[src/design/sphere_image_charge_defines.svh]
// Assertion macros shared by the sphere image charge RTL.
// No dependencies; included by files that carry concurrent checks.
`ifndef SPHERE_IMAGE_CHARGE_DEFINES_SVH
`define SPHERE_IMAGE_CHARGE_DEFINES_SVH

// condition must hold at every clock edge out of reset
`define SIC_CHECK(label, clk, rst_n, cond, msg) \
    label: assert property (@(posedge clk) disable iff (!rst_n) (cond)) \
        else $error(msg);

// antecedent implies consequent in the same cycle
`define SIC_CHECK_IMP(label, clk, rst_n, ante, cons, msg) \
    label: assert property (@(posedge clk) disable iff (!rst_n) (ante) |-> (cons)) \
        else $error(msg);

`endif

[src/design/sic_pkg.sv]
// Package for the sphere image charge block: widths, codes, shared types.
// No dependencies; imported by every module of the block.
package sic_pkg;

    localparam int IDX_W     = 16;
    localparam int VAL_W     = 32;
    localparam int ST_W      = 3;
    localparam int RAD_W     = 31;
    localparam int CFG_IDX_W = 3;
    localparam int S_W       = 2 * RAD_W;          // squared length, inside sphere
    localparam int SUM_W     = S_W + 2;            // sum of three squares
    localparam int ROOT_W    = S_W / 2;            // integer square root
    localparam int PROD_W    = VAL_W + RAD_W;      // |q| * R
    localparam int NUM_W     = RAD_W + S_W;        // |d| * R^2
    localparam int OFF_QW    = VAL_W;              // offset quotient bits
    localparam int CHG_QW    = RAD_W;              // charge quotient bits
    localparam int OUT_W     = IDX_W + 4 * VAL_W;

    localparam logic [ST_W-1:0] ST_OK        = 3'd0;
    localparam logic [ST_W-1:0] ST_CENTRE    = 3'd1;
    localparam logic [ST_W-1:0] ST_UNCHARGED = 3'd2;
    localparam logic [ST_W-1:0] ST_OUTSIDE   = 3'd3;
    localparam logic [ST_W-1:0] ST_SHELL     = 3'd4;

    localparam logic [CFG_IDX_W-1:0] REG_CX   = 3'd0;
    localparam logic [CFG_IDX_W-1:0] REG_CY   = 3'd1;
    localparam logic [CFG_IDX_W-1:0] REG_CZ   = 3'd2;
    localparam logic [CFG_IDX_W-1:0] REG_RAD  = 3'd3;
    localparam logic [CFG_IDX_W-1:0] REG_SKIP = 3'd4;

    localparam logic [RAD_W-1:0] RESET_RADIUS = 31'd65536;
    localparam logic [VAL_W-1:0] VAL_MAX = {1'b0, {(VAL_W-1){1'b1}}};
    localparam logic [VAL_W-1:0] VAL_MIN = {1'b1, {(VAL_W-1){1'b0}}};

    typedef struct packed {
        logic [2:0][VAL_W-1:0] center;
        logic [RAD_W-1:0]      radius;
        logic [S_W-1:0]        r2;
        logic                  skip;
    } t_cfg;

    typedef struct packed {
        logic                  valid;
        logic [IDX_W-1:0]      idx;
        logic [ST_W-1:0]       status;
        logic                  qneg;
        logic [2:0]            dneg;
        logic [S_W-1:0]        s;
        logic [2:0][NUM_W-1:0] num;
        logic [PROD_W-1:0]     qmr;
    } t_front;

    typedef struct packed {
        logic [IDX_W-1:0] idx;
        logic [ST_W-1:0]  status;
        logic             qneg;
        logic [2:0]       dneg;
    } t_side;

    typedef struct packed {
        logic              ovf;
        logic [OFF_QW-1:0] quo;
    } t_offq;

    typedef struct packed {
        logic [VAL_W-1:0]      chg;
        logic [2:0][VAL_W-1:0] img;
        logic [ST_W-1:0]       status;
        logic [IDX_W-1:0]      idx;
    } t_result;

    // clamp a two-guard-bit value to the signed 32-bit range
    function automatic logic [VAL_W-1:0] sat_val(input logic [VAL_W+1:0] v);
        logic [VAL_W-1:0] res;
        if (v[VAL_W+1:VAL_W-1] == 3'b000 || v[VAL_W+1:VAL_W-1] == 3'b111) begin
            res = v[VAL_W-1:0];
        end else begin
            res = v[VAL_W+1] ? VAL_MIN : VAL_MAX;
        end
        return res;
    endfunction

endpackage

[src/design/sic_skid.sv]
// Two-entry output buffer; holds the pipeline only when both entries are full.
// Uses sic_pkg.
module sic_skid import sic_pkg::*; #(
    parameter int W = OUT_W
) (
    input  logic         i_clk,
    input  logic         i_rst_n,
    input  logic         i_valid,
    input  logic [W-1:0] i_data,
    output logic         o_en,
    output logic         o_valid,
    output logic [W-1:0] o_data,
    input  logic         i_ready
);

    localparam logic [1:0] CNT_EMPTY = 2'd0;
    localparam logic [1:0] CNT_ONE   = 2'd1;
    localparam logic [1:0] CNT_FULL  = 2'd2;

    logic [1:0]   r_cnt, n_cnt;
    logic [W-1:0] r_head, r_tail;
    logic         push, pop;

    assign o_en    = (r_cnt != CNT_FULL);
    assign o_valid = (r_cnt != CNT_EMPTY);
    assign o_data  = r_head;
    assign push    = i_valid && o_en;
    assign pop     = o_valid && i_ready;
    assign n_cnt   = r_cnt + 2'(push) - 2'(pop);

    always_ff @(posedge i_clk) begin
        if (!i_rst_n) begin
            r_cnt <= CNT_EMPTY;
        end else begin
            r_cnt <= n_cnt;
        end
    end

    always_ff @(posedge i_clk) begin
        if (pop && r_cnt == CNT_FULL) begin
            r_head <= r_tail;
        end else if (push && (r_cnt == CNT_EMPTY || pop)) begin
            r_head <= i_data;
        end
        if (push && r_cnt == CNT_ONE && !pop) begin
            r_tail <= i_data;
        end
    end

endmodule

[config.mk]
export PLATFORM = sky130hd
export DESIGN_NAME = sic_skid
export DESIGN_NICKNAME = d
export VERILOG_FILES = /design/src/design/sphere_image_charge_defines.svh /design/src/design/sic_pkg.sv /design/src/design/sic_skid.sv
export SDC_FILE = /design/constraint.sdc
export NUM_CORES = 1
export LEC_CHECK = 0
export BUFFER_PORTS_ARGS = -buffer_cell sky130_fd_sc_hd__buf_2
export CAP_MARGIN = 20
export CORE_AREA = 2 2 230 164
export DETAILED_ROUTE_END_ITERATION = 7
export DIE_AREA = 0 0 232 166
export PLACE_DENSITY = 0.55
export SKIP_LAST_GASP = 1
export SYNTH_ARGS = -nofsm -noshare
export SYNTH_HDL_FRONTEND = slang
export SYNTH_SLANG_ARGS = --single-unit
[constraint.sdc]
create_clock -name i_clk -period 19.2 [get_ports i_clk]
set_input_delay 3.84 -clock i_clk [delete_from_list [all_inputs] [get_ports i_clk]]
set_output_delay 3.84 -clock i_clk [all_outputs]
set_load 0.02 [all_outputs]
==> results.py <==
metrics = {
    "run_status": {
        "status": "completed",
    },
    "hold_path": {
        "hold_end": "o_data[141]$_DFFE_PP_",
        "min_from": "r_tail[141]$_DFFE_PP_",
        "min_path_cells": 1,
        "min_path_type": "reg -> reg",
    },
    "cells_and_area": {
        "fillers": 3417,
        "layout.nets": 933,
        "multi_input_area_um2": 1990,
        "synthToLayoutAreaGrowth_pct": 27.8,
        "drive_gt1_frac": 0.601,
        "seq_area_um2": 8690,
        "final_util": 0.377,
    },
    "route": {
        "drt-initial-drc-count": 324,
        "num_vias": 5452,
        "drc": 0,
        "vias_per_cell": 4.20,
        "wl_per_cell_um": 17.2,
        "ant_nets": 0,
        "firstDrtPassIters": 4,
        "drt-total-wl_mm": 22.3,
    },
    "timing": {
        "post-route-period-util": 0.293,
        "fin_setup_tns_ns": 0,
        "whs_ns": 0.545,
        "relSlewSlack": 0.305,
        "tightest_slew_ns": 1.04,
        "skew_ns": 0.0104,
        "slew_viol_final": 0,
        "hold_violations": 0,
        "fmax_mhz": 178,
        "setup_ws_ns": 13.57,
        "setup_viol": 0,
        "fin_crit_ns": 5.63,
        "grt_setup_unrepaired": "no",
    },
    "synth": {
        "synthCells": 470,
        "synth_cell_types": 24,
        "synth_seq_area_share": 0.806,
        "avgSynthCellArea_um2": 22.9,
        "ys_warn_count": 0,
        "synth_fp_nets": 619,
        "ys_ff_latch": 290,
        "syn_area_um2": 10800,
    },
    "grt": {
        "grt_pass1_vias": 5529,
        "grt_pass1_wl_mm": 33.6,
        "grtUsageTotal": 0.112,
        "grt-ovfl-total": 0,
        "grt_max_degree": 145,
        "antenna_found_initial": 0,
    },
    "worst_setup_path": {
        "critPathArrivalTime_ns": 5.80,
        "crit_type": "in -> reg",
        "cp.required_ns": 19.37,
        "endpoint_kind": "register",
        "reg2reg_to": "o_data[86]$_DFFE_PP_",
        "reg2reg_from": "r_cnt[1]$_SDFF_PN0_",
        "r2r_setup_slack_ns": 16.53,
        "critPathLaunchType": "primary input",
        "path_max_fanout": 65,
        "reg2reg_depth": 4,
    },
    "die": {
        "die_area_um2": 38500,
        "ioPinCount": 294,
        "die_h_um": 166,
        "core_um2": 36500,
        "num_rows": 59,
        "die_x_um": 232,
        "start_util": 0.295,
    },
    "clock_network": {
        "clock_path_buffers": 3,
        "hold_buffers": 0,
        "clock_latency_ns": 0.56,
        "cts_root_buf": "clkbuf_16",
        "cts_tree": "done",
        "ctsResizeCount": 0,
        "cts.sinks": 290,
        "htreeDepth": 1,
        "cts_inserted_buffers": 30,
        "clk_pin_slew_worst_paths_ns": 0.06,
        "post_cts_buffers": 0,
    },
    "flow_run": {
        "maxCapViolations": 0,
    },
    "power": {
        "cellPowerDensity_nw_per_um2": 124,
        "total_power_mw": 1.71,
        "ir_worst_vdd_uv": 67.5,
        "leakagePower_nw": 5.39,
    },
    "placement": {
        "dp_hpwl_mm": 14.2,
        "routabilityCongestion": 0.755,
        "post-place-ws_ns": 12.97,
        "io_buffers": 293,
    },
}
## sequential cells by signal, indices dropped and copies added (netlist names)
name    cells
o_data    144
r_cnt       2
r_tail    144
## critical path, stage by stage
cell and delay (ns):
buf_2 0.17, nor2b_1 0.09, o21bai_1 0.21, o21ai_4 0.59, buf_4 0.79
## Yosys cell counts
library cell / instances / area (µm²)
edfxtp_1: 288 / 8650
mux2_2: 84 / 946
mux2_4: 60 / 901
buf_2: 8 / 40.0
buf_6: 6 / 67.6
nand2_1: 3 / 11.3
and3_1: 2 / 12.5
dfxtp_1: 2 / 40.0
o21ai_0: 2 / 10.0
a21oi_1: 1 / 5.00
and2_1: 1 / 6.26
buf_4: 1 / 7.51
clkbuf_2: 1 / 5.00
ha_1: 1 / 12.5
inv_1: 1 / 3.75
nand3_1: 1 / 5.00
nand3_2: 1 / 10.0
nor2b_1: 1 / 6.26
nor3_1: 1 / 5.00
nor4bb_1: 1 / 10.0
o21bai_1: 1 / 7.51
o31ai_1: 1 / 7.51
or2_2: 1 / 6.26
or4_1: 1 / 7.51
## area by class of cell
type,instances,share of cell area
clock buffer,37,0.0580
timing repair buffer,298,0.110
inverter,1,0.000273
clock inverter,19,0.0117
multi-input combinational,163,0.145
sequential,290,0.631
antenna,1,0.000182
tap,488,0.0443
## power breakdown
part	total (mW)	switching, mW	internal [mW]
Sequential	0.840	0.0248	0.815
Clock	0.573	0.240	0.333
Combinational	0.297	0.195	0.101
## how the worst max path moves through the flow
| stage | from | end | depth (start not counted) |
|---|---|---|---|
| 3_3_place_gp | i_ready | o_data[112]$_DFFE_PP_ | 5 |
| 2_1_floorplan | i_ready | o_data[0]$_DFFE_PP_ | 3 |
| 6_report | i_ready | o_data[86]$_DFFE_PP_ | 5 |
| 5_1_grt | i_ready | o_data[86]$_DFFE_PP_ | 5 |
| 4_1_cts | i_ready | o_data[86]$_DFFE_PP_ | 5 |
| 3_5_place_dp | i_ready | o_data[88]$_DFFE_PP_ | 5 |
## placed cells by master, fill, tap and decap left out, drive strengths merged
cell type,instances
dfxtp,2
bufinv,3
nor2b,1
o21ai,2
ha,1
or4,1
nor3,1
clkbuf,37
a21oi,1
o31ai,1
nor4bb,1
buf,298
mux2,144
and3,2
nand3,2
clkinv,15
edfxtp,288
and2,1
nand2,3
diode,1
o21bai,1
inv,2
or2,1
## stage by stage
step                instances  instance area (µm²)
floorplan                 470                10800
global placement         1240                12800
detailed placement       1240                12800
CTS                      1296                13800
global route             1296                13800
finish                   1297                13800
## routing by layer
layer,track usage,share of wire
met1,0.148,0.44
met2,0.174,0.46
met3,0.0349,0.072
met4,0.0354,0.028
met5,0,0
## cell families (layout without fill, tap and decap cells)
kind of cell	Yosys count	in the layout	synth area share
flip-flops	290	290	0.806
buffers and inverters	17	355	0.0115
multiplexers	144	144	0.171
adder cells (fa/ha/maj)	1	1	0.00116
other	0	1	0
AO/OA/AOI/OAI	5	5	0.00279
AND/OR/NAND/NOR	13	13	0.00743
Note: power is estimated with default switching activity, not from simulation.
