[src/design/sphere_image_charge_defines.svh]
// Assertion macros shared by the sphere image charge RTL.
// No dependencies; included by files that carry concurrent checks.
`ifndef SPHERE_IMAGE_CHARGE_DEFINES_SVH
`define SPHERE_IMAGE_CHARGE_DEFINES_SVH

// condition must hold at every clock edge out of reset
`define SIC_CHECK(label, clk, rst_n, cond, msg) \
    label: assert property (@(posedge clk) disable iff (!rst_n) (cond)) \
        else $error(msg);

// antecedent implies consequent in the same cycle
`define SIC_CHECK_IMP(label, clk, rst_n, ante, cons, msg) \
    label: assert property (@(posedge clk) disable iff (!rst_n) (ante) |-> (cons)) \
        else $error(msg);

`endif

[src/design/sic_pkg.sv]
// Package for the sphere image charge block: widths, codes, shared types.
// No dependencies; imported by every module of the block.
package sic_pkg;

    localparam int IDX_W     = 16;
    localparam int VAL_W     = 32;
    localparam int ST_W      = 3;
    localparam int RAD_W     = 31;
    localparam int CFG_IDX_W = 3;
    localparam int S_W       = 2 * RAD_W;          // squared length, inside sphere
    localparam int SUM_W     = S_W + 2;            // sum of three squares
    localparam int ROOT_W    = S_W / 2;            // integer square root
    localparam int PROD_W    = VAL_W + RAD_W;      // |q| * R
    localparam int NUM_W     = RAD_W + S_W;        // |d| * R^2
    localparam int OFF_QW    = VAL_W;              // offset quotient bits
    localparam int CHG_QW    = RAD_W;              // charge quotient bits
    localparam int OUT_W     = IDX_W + 4 * VAL_W;

    localparam logic [ST_W-1:0] ST_OK        = 3'd0;
    localparam logic [ST_W-1:0] ST_CENTRE    = 3'd1;
    localparam logic [ST_W-1:0] ST_UNCHARGED = 3'd2;
    localparam logic [ST_W-1:0] ST_OUTSIDE   = 3'd3;
    localparam logic [ST_W-1:0] ST_SHELL     = 3'd4;

    localparam logic [CFG_IDX_W-1:0] REG_CX   = 3'd0;
    localparam logic [CFG_IDX_W-1:0] REG_CY   = 3'd1;
    localparam logic [CFG_IDX_W-1:0] REG_CZ   = 3'd2;
    localparam logic [CFG_IDX_W-1:0] REG_RAD  = 3'd3;
    localparam logic [CFG_IDX_W-1:0] REG_SKIP = 3'd4;

    localparam logic [RAD_W-1:0] RESET_RADIUS = 31'd65536;
    localparam logic [VAL_W-1:0] VAL_MAX = {1'b0, {(VAL_W-1){1'b1}}};
    localparam logic [VAL_W-1:0] VAL_MIN = {1'b1, {(VAL_W-1){1'b0}}};

    typedef struct packed {
        logic [2:0][VAL_W-1:0] center;
        logic [RAD_W-1:0]      radius;
        logic [S_W-1:0]        r2;
        logic                  skip;
    } t_cfg;

    typedef struct packed {
        logic                  valid;
        logic [IDX_W-1:0]      idx;
        logic [ST_W-1:0]       status;
        logic                  qneg;
        logic [2:0]            dneg;
        logic [S_W-1:0]        s;
        logic [2:0][NUM_W-1:0] num;
        logic [PROD_W-1:0]     qmr;
    } t_front;

    typedef struct packed {
        logic [IDX_W-1:0] idx;
        logic [ST_W-1:0]  status;
        logic             qneg;
        logic [2:0]       dneg;
    } t_side;

    typedef struct packed {
        logic              ovf;
        logic [OFF_QW-1:0] quo;
    } t_offq;

    typedef struct packed {
        logic [VAL_W-1:0]      chg;
        logic [2:0][VAL_W-1:0] img;
        logic [ST_W-1:0]       status;
        logic [IDX_W-1:0]      idx;
    } t_result;

    // clamp a two-guard-bit value to the signed 32-bit range
    function automatic logic [VAL_W-1:0] sat_val(input logic [VAL_W+1:0] v);
        logic [VAL_W-1:0] res;
        if (v[VAL_W+1:VAL_W-1] == 3'b000 || v[VAL_W+1:VAL_W-1] == 3'b111) begin
            res = v[VAL_W-1:0];
        end else begin
            res = v[VAL_W+1] ? VAL_MIN : VAL_MAX;
        end
        return res;
    endfunction

endpackage

[src/design/sic_isqrt.sv]
// Pipelined integer square root, one result bit per stage.
// Uses sic_pkg for default widths.
module sic_isqrt import sic_pkg::*; #(
    parameter int IN_W   = S_W,
    parameter int ROOT_W = S_W / 2
) (
    input  logic              i_clk,
    input  logic              i_rst_n,
    input  logic              i_en,
    input  logic              i_valid,
    input  logic [IN_W-1:0]   i_s,
    output logic              o_valid,
    output logic [ROOT_W-1:0] o_root
);

    localparam int RW = ROOT_W + 2;

    logic              r_v    [ROOT_W];
    logic [RW-1:0]     r_rem  [ROOT_W];
    logic [ROOT_W-1:0] r_root [ROOT_W];
    logic [IN_W-1:0]   r_s    [ROOT_W];

    for (genvar j = 0; j < ROOT_W; j++) begin : g_stg
        logic              p_v;
        logic [RW-1:0]     p_rem;
        logic [ROOT_W-1:0] p_root;
        logic [IN_W-1:0]   p_s;
        logic [RW+1:0]     t, trial;
        logic              ge;

        if (j == 0) begin : g_first
            assign p_v    = i_valid;
            assign p_rem  = '0;
            assign p_root = '0;
            assign p_s    = i_s;
        end else begin : g_next
            assign p_v    = r_v[j-1];
            assign p_rem  = r_rem[j-1];
            assign p_root = r_root[j-1];
            assign p_s    = r_s[j-1];
        end

        // bring down the next bit pair, try root*4+1
        assign t     = {p_rem, p_s[IN_W-1-2*j -: 2]};
        assign trial = {{(RW-ROOT_W){1'b0}}, p_root, 2'b01};
        assign ge    = (t >= trial);

        always_ff @(posedge i_clk) begin
            if (!i_rst_n) begin
                r_v[j] <= 1'b0;
            end else if (i_en) begin
                r_v[j] <= p_v;
            end
        end

        always_ff @(posedge i_clk) begin
            if (i_en) begin
                r_rem[j]  <= ge ? RW'(t - trial) : t[RW-1:0];
                r_root[j] <= {p_root[ROOT_W-2:0], ge};
                r_s[j]    <= p_s;
            end
        end
    end

    assign o_valid = r_v[ROOT_W-1];
    assign o_root  = r_root[ROOT_W-1];

endmodule

[config.mk]
export PLATFORM = sky130hd
export DESIGN_NAME = sic_isqrt
export DESIGN_NICKNAME = d
export VERILOG_FILES = /design/src/design/sphere_image_charge_defines.svh /design/src/design/sic_pkg.sv /design/src/design/sic_isqrt.sv
export SDC_FILE = /design/constraint.sdc
export NUM_CORES = 2
export LEC_CHECK = 0
export BUFFER_PORTS_ARGS = -buffer_cell sky130_fd_sc_hd__buf_2
export CAP_MARGIN = 20
export CELL_PAD_IN_SITES_DETAIL_PLACEMENT = 0
export CELL_PAD_IN_SITES_GLOBAL_PLACEMENT = 1
export CORE_MARGIN = 2
export CORE_UTILIZATION = 46
export CTS_BUF_LIST = sky130_fd_sc_hd__clkbuf_8 sky130_fd_sc_hd__clkbuf_16
export CTS_CLUSTER_DIAMETER = 50
export CTS_CLUSTER_SIZE = 24
export DETAILED_ROUTE_END_ITERATION = 12
export GPL_ROUTABILITY_DRIVEN = 0
export PLACE_DENSITY_LB_ADDON = 0.1
export SYNTH_ARGS = -nofsm -noshare
export SYNTH_HDL_FRONTEND = slang
export SYNTH_SLANG_ARGS = --single-unit
[constraint.sdc]
create_clock -name i_clk -period 3.1 [get_ports i_clk]
set_input_delay 0.93 -clock i_clk [delete_from_list [all_inputs] [get_ports i_clk]]
set_output_delay 0.93 -clock i_clk [all_outputs]
set_load 0.02 [all_outputs]
==> impl_metrics.csv <==
group,metric,value,unit
status,status,"finished with violations",
status,violations,"negative setup slack",
timing,tightest_slew,732,ps
placement,post-dp-hpwl,181,mm
power,p_seq_share,44.3,%
logic_synthesis,synth_flop_cell,"edfxtp_1",
critical_path,worst_setup_path_end_kind,"flop",
final_layout,area_growth,24.7,%
clocking,clock_path_buffers,3,
logic_synthesis,synth-edff-count,2398,
critical_path,cp-start-kind,"flop",
power,p_sw,30200,uW
power,switching_share,30.6,%
global_routing,grt_max_degree,107,
critical_path,worst-path-max-fanout,8,
drt,drtIter0Drc,4606,
final_layout,fin_nets,10686,
timing,fin_crit,3280,ps
final_layout,fin_cells,13516,
final_layout,final_common_cell,"edfxtp_1",
drt,dr.pass1.iters,6,
clocking,cts.sinks,2399,
critical_path,path_class,"flop to flop",
logic_synthesis,synth_warnings,0,
logic_synthesis,synth.ff_latch_count,2399,
power,clkPwrFrac,31.9,%
logic_synthesis,syn_avg_cell_area,12.9,sq um
logic_synthesis,synthArstFlopShare,0,%
critical_path,cp.required,3690,ps
job,maxCapViolations,0,
global_routing,grt_pass1_wl,389,mm
final_layout,drive_above_1_share,25.0,%
logic_synthesis,netlist_instances,8718,
power,pwr-share-comb,23.8,%
floorplan,fp.dieH,498,um
logic_synthesis,yosysTopAreaCell,"edfxtp_1",
critical_path,worstPathArrival,3870,ps
logic_synthesis,netlist_area,112000,sq um
timing,rsz0062_at_grt,"true",
timing,slew_headroom,50.7,%
floorplan,start_util,46.2,%
logic_synthesis,ys_seq_area_share,64.1,%
floorplan,core-area,243000,sq um
power,ir_drop,0.650,mV
floorplan,die-area,248000,sq um
global_routing,antenna_found_initial,3,
power,internal-power,68400,uW
final_layout,final_cell_mix,"edfxtp_1, buf_4, inv_1",
placement,place_ws,-369,ps
timing,slew_violations,0,
drt,postRouteAntennaNets,0,
logic_synthesis,syn-num-nets,9312,
timing,fin_skew,58.3,ps
timing,fmax,305,MHz
final_layout,final_util,57.7,%
logic_synthesis,synth_area_leaders,"edfxtp_1, ha_1, xor2_1",
global_routing,grt_usage,19.6,%
clocking,hold_buffers,0,
global_routing,grt_pass1_vias,70746,
timing,period_share,106,%
floorplan,rows,181,
clocking,cts_tree,"done",
timing,hold_ws,197,ps
drt,drc,0,
clocking,clkSlewWorstSetupHoldPaths,70,ps
drt,vias,71571,
drt,drt_wl_total,251,mm
clocking,htree_levels,4,
timing,setup_viol,144,
drt,drt-vias-per-instance,5.30,
timing,finalSetupTns,-10940,ps
floorplan,pin_count,98,
worst_hold_path,min_path_type,"input pin to flop",
clocking,numCtsBuffers,241,
placement,place_inst,12861,
power,pwr_density_cell,703,nW/um^2
clocking,cts_root_buf,"clkbuf_16",
power,power_leakage,0.0553,uW
timing,hold_viol,0,
clocking,clk_latency,910,ps
drt,wl_per_cell,18.6,um
floorplan,die_w,498,um
timing,setup_ws,-182,ps
final_layout,nFillCells,19748,
logic_synthesis,synthDistinctLibCells,95,
logic_synthesis,synth_top_area_share,64.1,%
global_routing,overflow,0,
placement,port_buffers,97,
## final timing paths
kind	slack [ps]	startpoint	depth (start not counted)	endpoint
setup / recovery	-180	r_rem[0][251]	10	r_rem[0][286]
setup reg to reg	-180	r_rem[0][251]	10	r_rem[0][286]
hold / removal	200	i_s[39]	1	r_s[0][39]
hold reg to reg	400	r_s[1][505]	0	r_s[1][567]
## registers in the layout, indices dropped and copies added (netlist names)
signal and cells:
r_s 930, r_v 31, r_rem 942, r_root 496
## cell families after synthesis
kind of cell,synth area share [%]
AO/OA/AOI/OAI,9.76
XOR/XNOR,5.90
adder cells (fa/ha/maj),5.88
buffers and inverters,2.93
flip-flops,64.1
multiplexers,1.13
other,0.00334
AND/OR/NAND/NOR,10.3
## synthesized netlist by cell type, types with 98 or more instances
library cell and count:
edfxtp_1 2398, inv_1 672, a21oi_1 548, nand2_1 546, nor2_1 539, ha_1 528
o21ai_0 389, xor2_1 385, xnor2_1 372, a21o_1 259, nor3_1 252, clkbuf_1 164
nand3_1 142, nor4_1 113, or3_1 109, mux2_2 98
## critical path: stages, from the launching register on
cell and delay [ps]:
edfxtp_1 390, or4_4 550, or4_4 440, or3_4 350, or3_4 340, a211o_1 240, nor2_1 120, and3_4 240
buf_12 150, nor4_2 60, xor2_1 140
## power groups by stage
stage / logic, uW / clock network (uW) / registers, uW
2_1_floorplan: 13800 / 0 / 42900
3_3_place_gp: 20800 / 0 / 44200
3_5_place_dp: 21000 / 0 / 44200
6_report: 23500 / 31500 / 43700
4_1_cts: 21700 / 32300 / 43600
5_1_grt: 25900 / 33600 / 44100
## repair_timing
item | CTS | global route
gates cloned | 10 | 20
pin swaps | 80 | 197
gates resized for setup | 304 | 693
endpoints found under the setup margin | 479 | 672
buffers inserted | 43 | 135
## final cells by class
| cell class | instances | area [sq um] | share of cell area [%] |
|---|---|---|---|
| Antenna cell | 2 | 5.00 | 0.00357 |
| Multi-Input combinational cell | 5453 | 41400 | 29.5 |
| Timing Repair Buffer | 1321 | 11200 | 8.00 |
| Tap cell | 3202 | 4010 | 2.86 |
| Clock inverter | 221 | 2890 | 2.06 |
| Inverter | 676 | 2560 | 1.83 |
| Sequential cell | 2399 | 72000 | 51.4 |
| Clock buffer | 242 | 6060 | 4.32 |
## through the flow
stage | total power, uW | instance area, sq um
6_report | 98600 | 140000
2_1_floorplan | 56700 | 113000
3_3_place_gp | 65100 | 125000
3_5_place_dp | 65300 | 125000
4_1_cts | 97600 | 136000
5_1_grt | 104000 | 140000
## metal layers
layer	up-vias	wire (um)	GRT usage, %
met2	1120	126000	34.4
met4	0	6350	5.41
met1	34932	110000	25.6
met3	380	8190	2.36
met5	-	0	0
li1	35139	-	-
Note: power is estimated with default switching activity, not from simulation.
