### src/design/sphere_image_charge_defines.svh
// Assertion macros shared by the sphere image charge RTL.
// No dependencies; included by files that carry concurrent checks.
`ifndef SPHERE_IMAGE_CHARGE_DEFINES_SVH
`define SPHERE_IMAGE_CHARGE_DEFINES_SVH

// condition must hold at every clock edge out of reset
`define SIC_CHECK(label, clk, rst_n, cond, msg) \
    label: assert property (@(posedge clk) disable iff (!rst_n) (cond)) \
        else $error(msg);

// antecedent implies consequent in the same cycle
`define SIC_CHECK_IMP(label, clk, rst_n, ante, cons, msg) \
    label: assert property (@(posedge clk) disable iff (!rst_n) (ante) |-> (cons)) \
        else $error(msg);

`endif

### src/design/sic_pkg.sv
// Package for the sphere image charge block: widths, codes, shared types.
// No dependencies; imported by every module of the block.
package sic_pkg;

    localparam int IDX_W     = 16;
    localparam int VAL_W     = 32;
    localparam int ST_W      = 3;
    localparam int RAD_W     = 31;
    localparam int CFG_IDX_W = 3;
    localparam int S_W       = 2 * RAD_W;          // squared length, inside sphere
    localparam int SUM_W     = S_W + 2;            // sum of three squares
    localparam int ROOT_W    = S_W / 2;            // integer square root
    localparam int PROD_W    = VAL_W + RAD_W;      // |q| * R
    localparam int NUM_W     = RAD_W + S_W;        // |d| * R^2
    localparam int OFF_QW    = VAL_W;              // offset quotient bits
    localparam int CHG_QW    = RAD_W;              // charge quotient bits
    localparam int OUT_W     = IDX_W + 4 * VAL_W;

    localparam logic [ST_W-1:0] ST_OK        = 3'd0;
    localparam logic [ST_W-1:0] ST_CENTRE    = 3'd1;
    localparam logic [ST_W-1:0] ST_UNCHARGED = 3'd2;
    localparam logic [ST_W-1:0] ST_OUTSIDE   = 3'd3;
    localparam logic [ST_W-1:0] ST_SHELL     = 3'd4;

    localparam logic [CFG_IDX_W-1:0] REG_CX   = 3'd0;
    localparam logic [CFG_IDX_W-1:0] REG_CY   = 3'd1;
    localparam logic [CFG_IDX_W-1:0] REG_CZ   = 3'd2;
    localparam logic [CFG_IDX_W-1:0] REG_RAD  = 3'd3;
    localparam logic [CFG_IDX_W-1:0] REG_SKIP = 3'd4;

    localparam logic [RAD_W-1:0] RESET_RADIUS = 31'd65536;
    localparam logic [VAL_W-1:0] VAL_MAX = {1'b0, {(VAL_W-1){1'b1}}};
    localparam logic [VAL_W-1:0] VAL_MIN = {1'b1, {(VAL_W-1){1'b0}}};

    typedef struct packed {
        logic [2:0][VAL_W-1:0] center;
        logic [RAD_W-1:0]      radius;
        logic [S_W-1:0]        r2;
        logic                  skip;
    } t_cfg;

    typedef struct packed {
        logic                  valid;
        logic [IDX_W-1:0]      idx;
        logic [ST_W-1:0]       status;
        logic                  qneg;
        logic [2:0]            dneg;
        logic [S_W-1:0]        s;
        logic [2:0][NUM_W-1:0] num;
        logic [PROD_W-1:0]     qmr;
    } t_front;

    typedef struct packed {
        logic [IDX_W-1:0] idx;
        logic [ST_W-1:0]  status;
        logic             qneg;
        logic [2:0]       dneg;
    } t_side;

    typedef struct packed {
        logic              ovf;
        logic [OFF_QW-1:0] quo;
    } t_offq;

    typedef struct packed {
        logic [VAL_W-1:0]      chg;
        logic [2:0][VAL_W-1:0] img;
        logic [ST_W-1:0]       status;
        logic [IDX_W-1:0]      idx;
    } t_result;

    // clamp a two-guard-bit value to the signed 32-bit range
    function automatic logic [VAL_W-1:0] sat_val(input logic [VAL_W+1:0] v);
        logic [VAL_W-1:0] res;
        if (v[VAL_W+1:VAL_W-1] == 3'b000 || v[VAL_W+1:VAL_W-1] == 3'b111) begin
            res = v[VAL_W-1:0];
        end else begin
            res = v[VAL_W+1] ? VAL_MIN : VAL_MAX;
        end
        return res;
    endfunction

endpackage

### src/design/sic_div.sv
// Pipelined restoring divider with quotient overflow flag.
// One quotient bit per stage after a range check stage; uses sic_pkg.
module sic_div import sic_pkg::*; #(
    parameter int NW = PROD_W,
    parameter int DW = ROOT_W,
    parameter int QW = CHG_QW
) (
    input  logic          i_clk,
    input  logic          i_rst_n,
    input  logic          i_en,
    input  logic          i_valid,
    input  logic [NW-1:0] i_num,
    input  logic [DW-1:0] i_den,
    output logic          o_valid,
    output logic [QW-1:0] o_quo,
    output logic          o_ovf
);

    localparam int HW = NW - QW;
    localparam int CW = (HW > DW) ? HW : DW;

    logic          r_v   [QW+1];
    logic [DW-1:0] r_rem [QW+1];
    logic [DW-1:0] r_den [QW+1];
    logic [QW-1:0] r_low [QW+1];
    logic [QW-1:0] r_quo [QW+1];
    logic          r_ovf [QW+1];

    logic [HW-1:0] hi;
    assign hi = i_num[NW-1:QW];

    // range check: quotient would not fit in QW bits
    always_ff @(posedge i_clk) begin
        if (!i_rst_n) begin
            r_v[0] <= 1'b0;
        end else if (i_en) begin
            r_v[0] <= i_valid;
        end
    end

    always_ff @(posedge i_clk) begin
        if (i_en) begin
            r_ovf[0] <= (CW'(hi) >= CW'(i_den));
            r_rem[0] <= DW'(hi);
            r_den[0] <= i_den;
            r_low[0] <= i_num[QW-1:0];
            r_quo[0] <= '0;
        end
    end

    for (genvar j = 1; j <= QW; j++) begin : g_stg
        logic [DW:0] t;
        logic        ge;

        assign t  = {r_rem[j-1], r_low[j-1][QW-j]};
        assign ge = (t >= {1'b0, r_den[j-1]});

        always_ff @(posedge i_clk) begin
            if (!i_rst_n) begin
                r_v[j] <= 1'b0;
            end else if (i_en) begin
                r_v[j] <= r_v[j-1];
            end
        end

        always_ff @(posedge i_clk) begin
            if (i_en) begin
                r_rem[j] <= ge ? DW'(t - {1'b0, r_den[j-1]}) : t[DW-1:0];
                r_den[j] <= r_den[j-1];
                r_low[j] <= r_low[j-1];
                r_quo[j] <= {r_quo[j-1][QW-2:0], ge};
                r_ovf[j] <= r_ovf[j-1];
            end
        end
    end

    assign o_valid = r_v[QW];
    assign o_quo   = r_quo[QW];
    assign o_ovf   = r_ovf[QW];

endmodule

### config.mk
export PLATFORM = sky130hd
export DESIGN_NAME = sic_div
export DESIGN_NICKNAME = d
export VERILOG_FILES = /design/src/design/sphere_image_charge_defines.svh /design/src/design/sic_pkg.sv /design/src/design/sic_div.sv
export SDC_FILE = /design/constraint.sdc
export NUM_CORES = 2
export LEC_CHECK = 0
export BUFFER_PORTS_ARGS = -buffer_cell sky130_fd_sc_hd__buf_2
export CAP_MARGIN = 20
export CORE_AREA = 2 2 491 689
export CTS_CLUSTER_DIAMETER = 40
export DETAILED_ROUTE_END_ITERATION = 8
export DIE_AREA = 0 0 493 691
export SETUP_SLACK_MARGIN = 0.1
export SYNTH_ARGS = -nofsm -noshare
export SYNTH_HDL_FRONTEND = slang
export SYNTH_SLANG_ARGS = --single-unit
### constraint.sdc
create_clock -name i_clk -period 4.6 [get_ports i_clk]
set_input_delay 0.46 -clock i_clk [delete_from_list [all_inputs] [get_ports i_clk]]
set_output_delay 0.46 -clock i_clk [all_outputs]
set_load 0.01 [all_outputs]
==> results.sh <==
export IMPL_drt_iter0_markers=5668
export IMPL_seq_area_frac_synth=0.596
export IMPL_status="finished, violations left"
export IMPL_power_density_nw_per_um2=728
export IMPL_violations="design-rule violations"
export IMPL_ios=131
export IMPL_clock_root_buffer="clkbuf_16"
export IMPL_required_ps=5240
export IMPL_grt_first_pass_wirelength_mm=557
export IMPL_grt_max_degree=141
export IMPL_power_leakage_nw=70.1
export IMPL_numCtsBuffers=418
export IMPL_grt_pass1_vias=101000
export IMPL_syn_avg_cell_area_um2=12.2
export IMPL_cts_tree="yes"
export IMPL_rsz0062_at_grt="true"
export IMPL_slew_violations=0
export IMPL_synth_cell_types=92
export IMPL_synth_fp_nets=13400
export IMPL_final_antenna_net_count=0
export IMPL_finalHoldViolCount=0
export IMPL_antenna_found_initial=7
export IMPL_final_core_util=0.517
export IMPL_cp_arrival_ps=4990
export IMPL_fin_nets=14000
export IMPL_gp_congestion=0.971
export IMPL_fp_dieH_um=691
export IMPL_via_per_inst=5.44
export IMPL_synth_edff_count=2977
export IMPL_setup_viol=0
export IMPL_die_area_um2=341000
export IMPL_ys_async_sr_fraction=0
export IMPL_finalCritPeriodShare=0.947
export IMPL_final_common_cell="edfxtp_1"
export IMPL_peakVddDrop_v=0.000369
export IMPL_wirelength_mm=358
export IMPL_ys_warnings_count=0
export IMPL_die_x_um=493
export IMPL_placed_area_um2=158000
export IMPL_cap_violations=0
export IMPL_grt_ovfl_total=0
export IMPL_worst_slew_pin_slew_ps=1470
export IMPL_final_cell_area_um2=173000
export IMPL_min_path_type="in -> reg"
export IMPL_finClkSkew_ps=57.5
export IMPL_place_detailed_hpwl_mm=268
export IMPL_vias=96000
export IMPL_fmax_mhz=230
export IMPL_grt_total_usage=0.207
export IMPL_synth_cell_area_um2=150000
export IMPL_layout_drive_gt1_share=0.110
export IMPL_crit_fanout=4
export IMPL_initial_core_util=0.448
export IMPL_wl_per_cell_um=20.3
export IMPL_io_buffers=130
export IMPL_end_kind="register"
export IMPL_h_tree_depth=5
export IMPL_critPathKind="reg -> reg"
export IMPL_clkSinkCount=2978
export IMPL_clk_latency_ps=940
export IMPL_cp_start_kind="register"
export IMPL_maxSlewHeadroom=0.0173
export IMPL_post_route_drc_count=8
export IMPL_areaGrowthSynthToFinish_pct=15.4
export IMPL_coreArea_um2=335000
export IMPL_clk_pin_slew_worst_paths_ps=60
export IMPL_num_rows=252
export IMPL_period_minus_slack_ps=4360
export IMPL_ys_ff_latch=2978
export IMPL_layout_filler_cells=28300
export IMPL_clock_path_buffers=4
export IMPL_layout_common_cells="2,977 x edfxtp_1, 1,230 x inv_1, 996 x a21oi_1, 992 x ha_1, 818 x nand2_1"
export IMPL_first_pass_iters=7
export IMPL_synth_cells=12300
export IMPL_synth_ff_type="edfxtp_1"
==> kinds of logic (layout without fill, tap and decap cells) <==
kind of cell    after synthesis  after routing  share of synthesized area
other cells                   0              4                          0
buf+inv                    1510           2464                     0.0391
flops                      2978           2978                      0.596
xor+xnor                    802            802                     0.0468
mux                         312            312                     0.0237
simple gates               2449           2449                     0.0765
compound gates             3178           3178                      0.131
fa+ha+maj                  1022           1022                     0.0868
==> worst paths after layout <==
check / startpoint / end / slack [ps] / cells after the start
setup reg to reg: r_den[1][1] / r_rem[0][91] / 240 / 14
hold reg to reg: r_low[1][53] / r_low[1][84] / 390 / 0
setup / recovery: r_den[1][1] / r_rem[0][91] / 240 / 14
hold / removal: i_num[23] / r_low[0][23] / 230 / 2
==> power by group <==
group          switching (mW)  internal, mW  leakage [nW]
clock                    12.8          19.8          6.84
combinational            29.2          21.8          34.0
sequential               3.55          38.8          29.2
==> synthesized netlist by cell type, types with 19 or more instances <==
cell,instances,area [µm²]
o21a_1,119,893
o21ai_0,762,3810
o21bai_1,96,721
or3_1,28,175
buf_2,29,145
a221oi_1,19,166
a211oi_1,61,458
a21o_1,558,4190
nand2_1,819,3070
nand2b_1,137,857
a2111oi_0,25,219
a21boi_0,35,263
mux2_2,265,2980
xnor2_1,470,4120
a31oi_1,97,607
o31a_1,28,245
or2_2,29,181
fa_1,30,601
buf_4,31,233
ha_1,992,12400
and4_1,25,219
nand3_1,171,856
nor2b_1,146,913
nor3_1,99,495
and2_1,41,257
edfxtp_1,2977,89400
o21ai_1,65,325
inv_1,1230,4620
a211o_1,23,201
mux2_4,20,300
xor2_1,332,2910
a21oi_1,998,4990
nor2_1,643,2410
o211ai_1,32,240
clkbuf_1,197,739
mux2i_1,24,240
o31ai_1,68,510
and3_1,94,588
nand4_1,150,938
==> timing repair <==
action / CTS / global route
setup endpoints to repair: 25 / 44
setup buffers: 1 / 0
hold buffers: 96 / 1
resized for setup: 2 / 10
hold endpoints to repair: 96 / 13
pin swaps: 1 / 1
==> state kept, by name, indices dropped and copies added, names as in the netlist <==
signal / flops
r_den: 961
r_rem: 961
r_low: 496
r_quo: 496
r_ovf: 32
r_v: 32
==> metrics by stage <==
stage	total power [mW]	hold WS (ps)	instances	worst slack [ps]	TNS, ps
after floorplan	77.9	400	12300	1050	0
after global placement	92.3	400	16800	-749	-19990
after detailed placement	93.4	405	16800	-123	-337
after CTS	127	6.65	17600	130	0
after global routing	134	185	17700	99.8	0
final	126	233	17700	244	0
==> per-layer routing <==
metal	global-route usage	wire, µm	vias to the layer above
li1	-	-	46300
met1	0.188	118000	46600
met2	0.421	205000	2068
met3	0.0278	11600	1016
met4	0.128	24400	4
met5	0	24	-
==> worst max-delay path: stages, from the launching register on <==
cell and delay (ps):
edfxtp_1 430, inv_1 90, ha_1 250, nor2b_1 160, o31a_1 250, o21ai_0 360
nand2_1 260, a31oi_1 410, o21ai_1 320, a2111oi_0 690, buf_4 230, o21ai_0 140
a31oi_1 250, xor2_1 160, o21ai_0 80
==> final cells by class <==
cell class	instances	area, µm²	area share
Antenna cell	4	10.0	0.0000578
Clock buffer	445	10600	0.0615
Clock inverter	327	3680	0.0213
Inverter	1231	4620	0.0267
Multi-Input combinational cell	7763	55000	0.318
Sequential cell	2978	89400	0.517
Tap cell	4445	5560	0.0321
Timing Repair Buffer	461	4110	0.0237
Power figures use the tool's default switching activity.
