==> src/design/sphere_image_charge_defines.svh <==
// Assertion macros shared by the sphere image charge RTL.
// No dependencies; included by files that carry concurrent checks.
`ifndef SPHERE_IMAGE_CHARGE_DEFINES_SVH
`define SPHERE_IMAGE_CHARGE_DEFINES_SVH

// condition must hold at every clock edge out of reset
`define SIC_CHECK(label, clk, rst_n, cond, msg) \
    label: assert property (@(posedge clk) disable iff (!rst_n) (cond)) \
        else $error(msg);

// antecedent implies consequent in the same cycle
`define SIC_CHECK_IMP(label, clk, rst_n, ante, cons, msg) \
    label: assert property (@(posedge clk) disable iff (!rst_n) (ante) |-> (cons)) \
        else $error(msg);

`endif

==> src/design/sic_pkg.sv <==
// Package for the sphere image charge block: widths, codes, shared types.
// No dependencies; imported by every module of the block.
package sic_pkg;

    localparam int IDX_W     = 16;
    localparam int VAL_W     = 32;
    localparam int ST_W      = 3;
    localparam int RAD_W     = 31;
    localparam int CFG_IDX_W = 3;
    localparam int S_W       = 2 * RAD_W;          // squared length, inside sphere
    localparam int SUM_W     = S_W + 2;            // sum of three squares
    localparam int ROOT_W    = S_W / 2;            // integer square root
    localparam int PROD_W    = VAL_W + RAD_W;      // |q| * R
    localparam int NUM_W     = RAD_W + S_W;        // |d| * R^2
    localparam int OFF_QW    = VAL_W;              // offset quotient bits
    localparam int CHG_QW    = RAD_W;              // charge quotient bits
    localparam int OUT_W     = IDX_W + 4 * VAL_W;

    localparam logic [ST_W-1:0] ST_OK        = 3'd0;
    localparam logic [ST_W-1:0] ST_CENTRE    = 3'd1;
    localparam logic [ST_W-1:0] ST_UNCHARGED = 3'd2;
    localparam logic [ST_W-1:0] ST_OUTSIDE   = 3'd3;
    localparam logic [ST_W-1:0] ST_SHELL     = 3'd4;

    localparam logic [CFG_IDX_W-1:0] REG_CX   = 3'd0;
    localparam logic [CFG_IDX_W-1:0] REG_CY   = 3'd1;
    localparam logic [CFG_IDX_W-1:0] REG_CZ   = 3'd2;
    localparam logic [CFG_IDX_W-1:0] REG_RAD  = 3'd3;
    localparam logic [CFG_IDX_W-1:0] REG_SKIP = 3'd4;

    localparam logic [RAD_W-1:0] RESET_RADIUS = 31'd65536;
    localparam logic [VAL_W-1:0] VAL_MAX = {1'b0, {(VAL_W-1){1'b1}}};
    localparam logic [VAL_W-1:0] VAL_MIN = {1'b1, {(VAL_W-1){1'b0}}};

    typedef struct packed {
        logic [2:0][VAL_W-1:0] center;
        logic [RAD_W-1:0]      radius;
        logic [S_W-1:0]        r2;
        logic                  skip;
    } t_cfg;

    typedef struct packed {
        logic                  valid;
        logic [IDX_W-1:0]      idx;
        logic [ST_W-1:0]       status;
        logic                  qneg;
        logic [2:0]            dneg;
        logic [S_W-1:0]        s;
        logic [2:0][NUM_W-1:0] num;
        logic [PROD_W-1:0]     qmr;
    } t_front;

    typedef struct packed {
        logic [IDX_W-1:0] idx;
        logic [ST_W-1:0]  status;
        logic             qneg;
        logic [2:0]       dneg;
    } t_side;

    typedef struct packed {
        logic              ovf;
        logic [OFF_QW-1:0] quo;
    } t_offq;

    typedef struct packed {
        logic [VAL_W-1:0]      chg;
        logic [2:0][VAL_W-1:0] img;
        logic [ST_W-1:0]       status;
        logic [IDX_W-1:0]      idx;
    } t_result;

    // clamp a two-guard-bit value to the signed 32-bit range
    function automatic logic [VAL_W-1:0] sat_val(input logic [VAL_W+1:0] v);
        logic [VAL_W-1:0] res;
        if (v[VAL_W+1:VAL_W-1] == 3'b000 || v[VAL_W+1:VAL_W-1] == 3'b111) begin
            res = v[VAL_W-1:0];
        end else begin
            res = v[VAL_W+1] ? VAL_MIN : VAL_MAX;
        end
        return res;
    endfunction

endpackage

==> src/design/sic_delay.sv <==
// Stallable delay line with a travelling valid bit.
// Aligns side data with the arithmetic units; uses sic_pkg.
module sic_delay import sic_pkg::*; #(
    parameter int W = IDX_W,
    parameter int N = 1
) (
    input  logic         i_clk,
    input  logic         i_rst_n,
    input  logic         i_en,
    input  logic         i_valid,
    input  logic [W-1:0] i_data,
    output logic         o_valid,
    output logic [W-1:0] o_data
);

    logic         r_v [N];
    logic [W-1:0] r_d [N];

    always_ff @(posedge i_clk) begin
        if (!i_rst_n) begin
            for (int j = 0; j < N; j++) begin
                r_v[j] <= 1'b0;
            end
        end else if (i_en) begin
            r_v[0] <= i_valid;
            for (int j = 1; j < N; j++) begin
                r_v[j] <= r_v[j-1];
            end
        end
    end

    always_ff @(posedge i_clk) begin
        if (i_en) begin
            r_d[0] <= i_data;
            for (int j = 1; j < N; j++) begin
                r_d[j] <= r_d[j-1];
            end
        end
    end

    assign o_valid = r_v[N-1];
    assign o_data  = r_d[N-1];

endmodule

==> config.mk <==
export PLATFORM = sky130hd
export DESIGN_NAME = sic_delay
export DESIGN_NICKNAME = d
export VERILOG_FILES = /design/src/design/sphere_image_charge_defines.svh /design/src/design/sic_pkg.sv /design/src/design/sic_delay.sv
export SDC_FILE = /design/constraint.sdc
export NUM_CORES = 1
export LEC_CHECK = 0
export BUFFER_PORTS_ARGS = -buffer_cell sky130_fd_sc_hd__buf_2
export CELL_PAD_IN_SITES_DETAIL_PLACEMENT = 0
export CELL_PAD_IN_SITES_GLOBAL_PLACEMENT = 2
export CORE_MARGIN = 2
export CORE_UTILIZATION = 24
export DETAILED_ROUTE_END_ITERATION = 7
export PLACE_DENSITY_LB_ADDON = 0.1
export SLEW_MARGIN = 15
export SYNTH_ARGS = -nofsm -noshare
export SYNTH_HDL_FRONTEND = slang
export SYNTH_SLANG_ARGS = --single-unit
==> constraint.sdc <==
create_clock -name i_clk -period 0.8 [get_ports i_clk]
set_input_delay 0.04 -clock i_clk [delete_from_list [all_inputs] [get_ports i_clk]]
set_output_delay 0.04 -clock i_clk [all_outputs]
set_load 0.1 [all_outputs]
==> results.toml, run 1 <==
[run_status]
status = "finished with violations"
violations = "negative setup slack"

[yosys]
synthArstFlopShare_pct = 0
synth_flop_cell = "edfxtp_1"
ys_types = 3
synth_fa_ha_area_share_pct = 0
synthSimpleGateAreaFrac_pct = 2.39
synth_top_family_by_area = "simple AND/OR/NAND/NOR gates"
synth.avg_cell_area_um2 = 27.5
synth_xor_xnor_area_share_pct = 0
synth.most_common_cell = "edfxtp_1"
ys_ff_latch = 17
ys_seq_area_share_pct = 97.6
synth_nets = 39
ys_top_cells_by_count = "17 x edfxtp_1, 1 x and3_1, 1 x nand2b_1"
synth_warnings = 0
synth_edf_count = 17
synth_compound_area_share_pct = 0
post_synth_mux_area_share_pct = 0
yosys.area.top_type = "edfxtp_1"
synth_top_cell_area_share_pct = 97.6
netlist_instances = 19
synth.cell_area_um2 = 523
synth_area_leaders = "edfxtp_1 98%, and3_1 1.2%, nand2b_1 1.2%"

[detailed_routing]
drtPass1Iterations = 2
wirelength_um = 1100
drc = 0
drt_iter0_markers = 2
ant_nets = 0
routedWlPerCell_um = 10.7
vias = 397
avgViaCountPerCell = 3.85

[timing]
final-hold-violation-count = 0
max_slew_margin_pct = 84.6
fmax_mhz = 1070
slew_violations = 0
period_minus_slack_ps = 938
hold_ws_ps = 51.6
rsz0062_at_grt = "yes"
fin_crit_sh_pct = 117
setup_viol = 17
timing.final.ws_setup_ps = -138
tightest_slew_ps = 231

[setup_path]
cp-end-kind = "primary output"
crit_required_ps = 760
path_class = "reg -> out"
max_stage_delay_ps = 430
start_kind = "register"
crit_family = "flip-flops"
cp_data_arrival_time_ps = 900
critPathBufInv = 1
path_cells = "buf_12"
crit_fanout = 1
crit_slowest_cell = "edfxtp_1"

[global_routing]
met3_usage_pct = 2.68
globalRouteOverflowTotal = 0
antenna_found_initial = 0
use_met1_pct = 8.46
grt.total_usage_pct = 9.64
grt_pass1_wl_um = 1830
top_usage_layer = "met2"
grt_use_met2_pct = 19.7
grt_max_degree = 11
grt_pass1_vias = 434

[pwr]
p_total_mw = 2.46
power_leakage_nw = 0.500
ir_drop_mv = 1.38
power.density_nw_per_um2 = 2050

[placed_design]
dp.cells = 83
portBuffers = 36
place_area_um2 = 1010
place_congestion = 0.663

[clock_tree]
cts_sinks = 17
root_buffer = "clkbuf_4"
cts.clk_slew.worst_paths_ps = 90
cts-buffers-inserted = 3
ctsResizeCount = 0
htree_num_levels = 1
clock_path_buffers = 2
cts_tree = "done"

[cells_and_area]
multiInputGateArea_um2 = 12.5
final_nets = 97
fill_cells = 159
register_area_um2 = 510
fin_cells = 103
final_util_pct = 59.9
num_antenna_cells = 0
area_growth_syn_to_layout_pct = 129
drive_gt1_share_pct = 52.6
design_area_um2 = 1200

[die]
start_util_pct = 26.1
die_h_um = 50.7
pin_count = 37
core_area_um2 = 2000
die_w_um = 50.7
die_area_um2 = 2570
row_count = 16

[flow_run]
maxCapViolCount = 0

[worst_hold_path]
worstHoldPathType = "in -> reg"
-- registers in the layout, summed over array words and instances (netlist names) --
register  flops
r_d          16
r_v           1
-- logic make-up (layout without fill, tap and decap cells) --
logic type,count (synthesis),in the layout
buffers and inverters,0,57
flip-flops,17,17
AND/OR/NAND/NOR,2,2
-- per-layer routing --
layer	vias to the layer above	routed length [um]
met2	19	671
met1	188	344
met3	0	88
met5	-	0
li1	190	-
met4	0	0
-- layout by cell type (no fill, tap or decap) --
master         count
and3_1             1
buf_12            18
buf_2             19
clkbuf_1           1
clkbuf_4           3
dlygate4sd3_1     16
edfxtp_1          17
nand2b_1           1
-- per-stage QoR --
| step | setup WS (ps) | setup TNS (ps) |
|---|---|---|
| after global routing | -200 | -2840 |
| after detailed placement | 69.5 | 0 |
| after CTS | -154 | -2380 |
| after floorplan | -144 | -2450 |
| final | -138 | -2170 |
| after global placement | 79.0 | 0 |
-- layout make-up --
cell class	instances	share of cell area, %
well taps	27	2.82
repair buffers	53	51.4
flip-flops and latches	17	42.6
multi-input cells	2	1.04
clock buffers	4	2.19
-- path summary, 6_finish.rpt --
kind	start	end	slack [ps]	cells past startpoint
min	i_rst_n	r_v[0]$_DFFE_PP_	50	2
max	r_d[0][10]$_DFFE_PP_	o_data[10]	-140	1
-- report_power, final --
group / switching, mW / internal (mW)
Clock: 0.238 / 0.193
Sequential: 0.0548 / 1.06
Combinational: 0.565 / 0.346
Total: 0.858 / 1.60
-- timing repair --
item / in CTS / in global routing
hold buffers: 16 / 0
endpoints found under the setup margin: 17 / 17
buffers inserted: 0 / 0
hold endpoints to repair: 16 / 0
Note: power is estimated with default switching activity, not from simulation.
==> run 2: changes to the inputs <==
--- a/config.mk
+++ b/config.mk
@@ -9,7 +9,7 @@
 export CELL_PAD_IN_SITES_DETAIL_PLACEMENT = 0
 export CELL_PAD_IN_SITES_GLOBAL_PLACEMENT = 2
 export CORE_MARGIN = 2
-export CORE_UTILIZATION = 24
+export CORE_UTILIZATION = 26
 export DETAILED_ROUTE_END_ITERATION = 7
 export PLACE_DENSITY_LB_ADDON = 0.1
 export SLEW_MARGIN = 15
==> constraint.sdc (replaced) <==
create_clock -name i_clk -period 1.1 [get_ports i_clk]
set_input_delay 0.055 -clock i_clk [delete_from_list [all_inputs] [get_ports i_clk]]
set_output_delay 0.055 -clock i_clk [all_outputs]
set_load 0.1 [all_outputs]
==> run 2 against run 1 <==
Net effect:
- the flow now finishes without violations
- combinational power decreased by 28%
- cell count down 0.97%
- first-iteration DRC count fell by 50%
- non-clock buffer count down 1
- count of clock-buffer cells in the layout stayed put
- global-route usage increased by 1.1 points
- sequential share of layout area up 0.72 points
- critical endpoint is now o_data[13]
- routed wire length increased by 1.1%
- core utilization rose by 1.5 points
==> results.toml, run 2 (synthesis results as in run 1) <==
[die]
die_h_um = 48.9
row_count = 16
core_area_um2 = 1920
start_util_pct = 27.2
pin_count = 37
die_w_um = 48.9
die_area_um2 = 2390

[clock_tree]
cts-buffers-inserted = 3
ctsResizeCount = 0
htree_num_levels = 1
root_buffer = "clkbuf_4"
cts.clk_slew.worst_paths_ps = 100
clock_path_buffers = 2
cts_sinks = 17
cts_tree = "done"

[placed_design]
place_area_um2 = 992
dp.cells = 82
portBuffers = 36
place_ws_ps = 240
place_congestion = 0.661

[timing]
slew_violations = 0
period_minus_slack_ps = 961
final-hold-violation-count = 0
rsz0062_at_grt = "no"
timing.final.ws_setup_ps = 139
fin_crit_sh_pct = 87.4
fin_tns_setup_ps = 0
max_slew_margin_pct = 76.0
fmax_mhz = 1040
tightest_slew_ps = 361
setup_viol = 0

[cells_and_area]
num_antenna_cells = 0
reg.largest.list = "r_d x16, r_v x1"
top_register = "r_d"
area_growth_syn_to_layout_pct = 125
final_nets = 96
design_area_um2 = 1180
layout_common_cells = "19 x buf_2, 17 x buf_12, 17 x edfxtp_1, 16 x dlygate4sd3_1, 3 x clkbuf_4"
drive_gt1_share_pct = 52.0
fin_cells = 102
fill_cells = 159
largest_register_ff_count = 16
final_common_cell = "buf_2"

[setup_path]
crit_required_ps = 1040
max_stage_delay_ps = 430
critPathBufInv = 1
crit_cells = 1
path_cells = "buf_12"
cp-end-kind = "primary output"
crit_slowest_cell = "edfxtp_1"
path_class = "reg -> out"
cp_data_arrival_time_ps = 910
crit_start = "r_d[0][13]$_DFFE_PP_"
start_kind = "register"
crit_family = "flip-flops"
crit_fanout = 1

[pwr]
p_int_mw = 1.16
p_clk_share_pct = 18.1
power.density_nw_per_um2 = 1520
switching_share_pct = 35.3
seq_power_share_pct = 45.4
power_leakage_nw = 0.491
power_frac_comb_pct = 36.6
p_total_mw = 1.79
p_sw_mw = 0.632
ir_drop_mv = 0.889

[detailed_routing]
avgViaCountPerCell = 3.79
wirelength_um = 1120
ant_nets = 0
drt_iter0_markers = 1
drc = 0
vias = 387
routedWlPerCell_um = 10.9
drtPass1Iterations = 2

[worst_hold_path]
hold_depth = 2
worstHoldPathType = "in -> reg"
worstHoldStart = "i_rst_n"

[global_routing]
grt.total_usage_pct = 10.7
grt_pass1_vias = 450
globalRouteOverflowTotal = 0
grt_use_met2_pct = 22.1
grt_pass1_wl_um = 1900
met3_usage_pct = 3.99
grt_max_degree = 19
use_met1_pct = 8.76
antenna_found_initial = 0
top_usage_layer = "met2"

[run_status]
status = "finished, final reports clean"

[flow_run]
maxCapViolCount = 0
## run 2: final cells by class
type | count | area (um^2) | area share (%)
repair buffers | 52 | 596 | 50.5
flip-flops and latches | 17 | 510 | 43.3
well taps | 27 | 33.8 | 2.87
clock buffers | 4 | 26.3 | 2.23
multi-input cells | 2 | 12.5 | 1.06
## run 2: path summary, 6_finish.rpt
kind / end
setup / recovery: o_data[13]
hold / removal: r_v[0]$_DFFE_PP_
## run 2: repair_timing
item / CTS / global route
setup endpoints to repair: 0 / 0
endpoints found under the hold margin: 16 / 0
hold buffers: 16 / 0
setup buffers: 0 / 0
## run 2: metrics by stage
stage               hold slack, ps  utilization [%]
floorplan                      154                -
global placement               232             51.6
detailed placement             233             51.6
CTS                           76.8             61.3
global route                  68.1             61.3
finish                        77.1             61.3
## run 2: routing by layer
metal / vias up / wire length, um
met5: - / 0
met4: 0 / 0
met3: 0 / 94
met2: 22 / 684
met1: 178 / 336
li1: 187 / -
## run 2: power groups by stage
stage,registers [mW],clock network (mW),logic (mW)
detailed placement,0.828,0,0.615
global route,0.817,0.369,0.670
global placement,0.827,0,0.610
finish,0.812,0.323,0.655
CTS,0.814,0.337,0.658
floorplan,1.17,0,0.00240
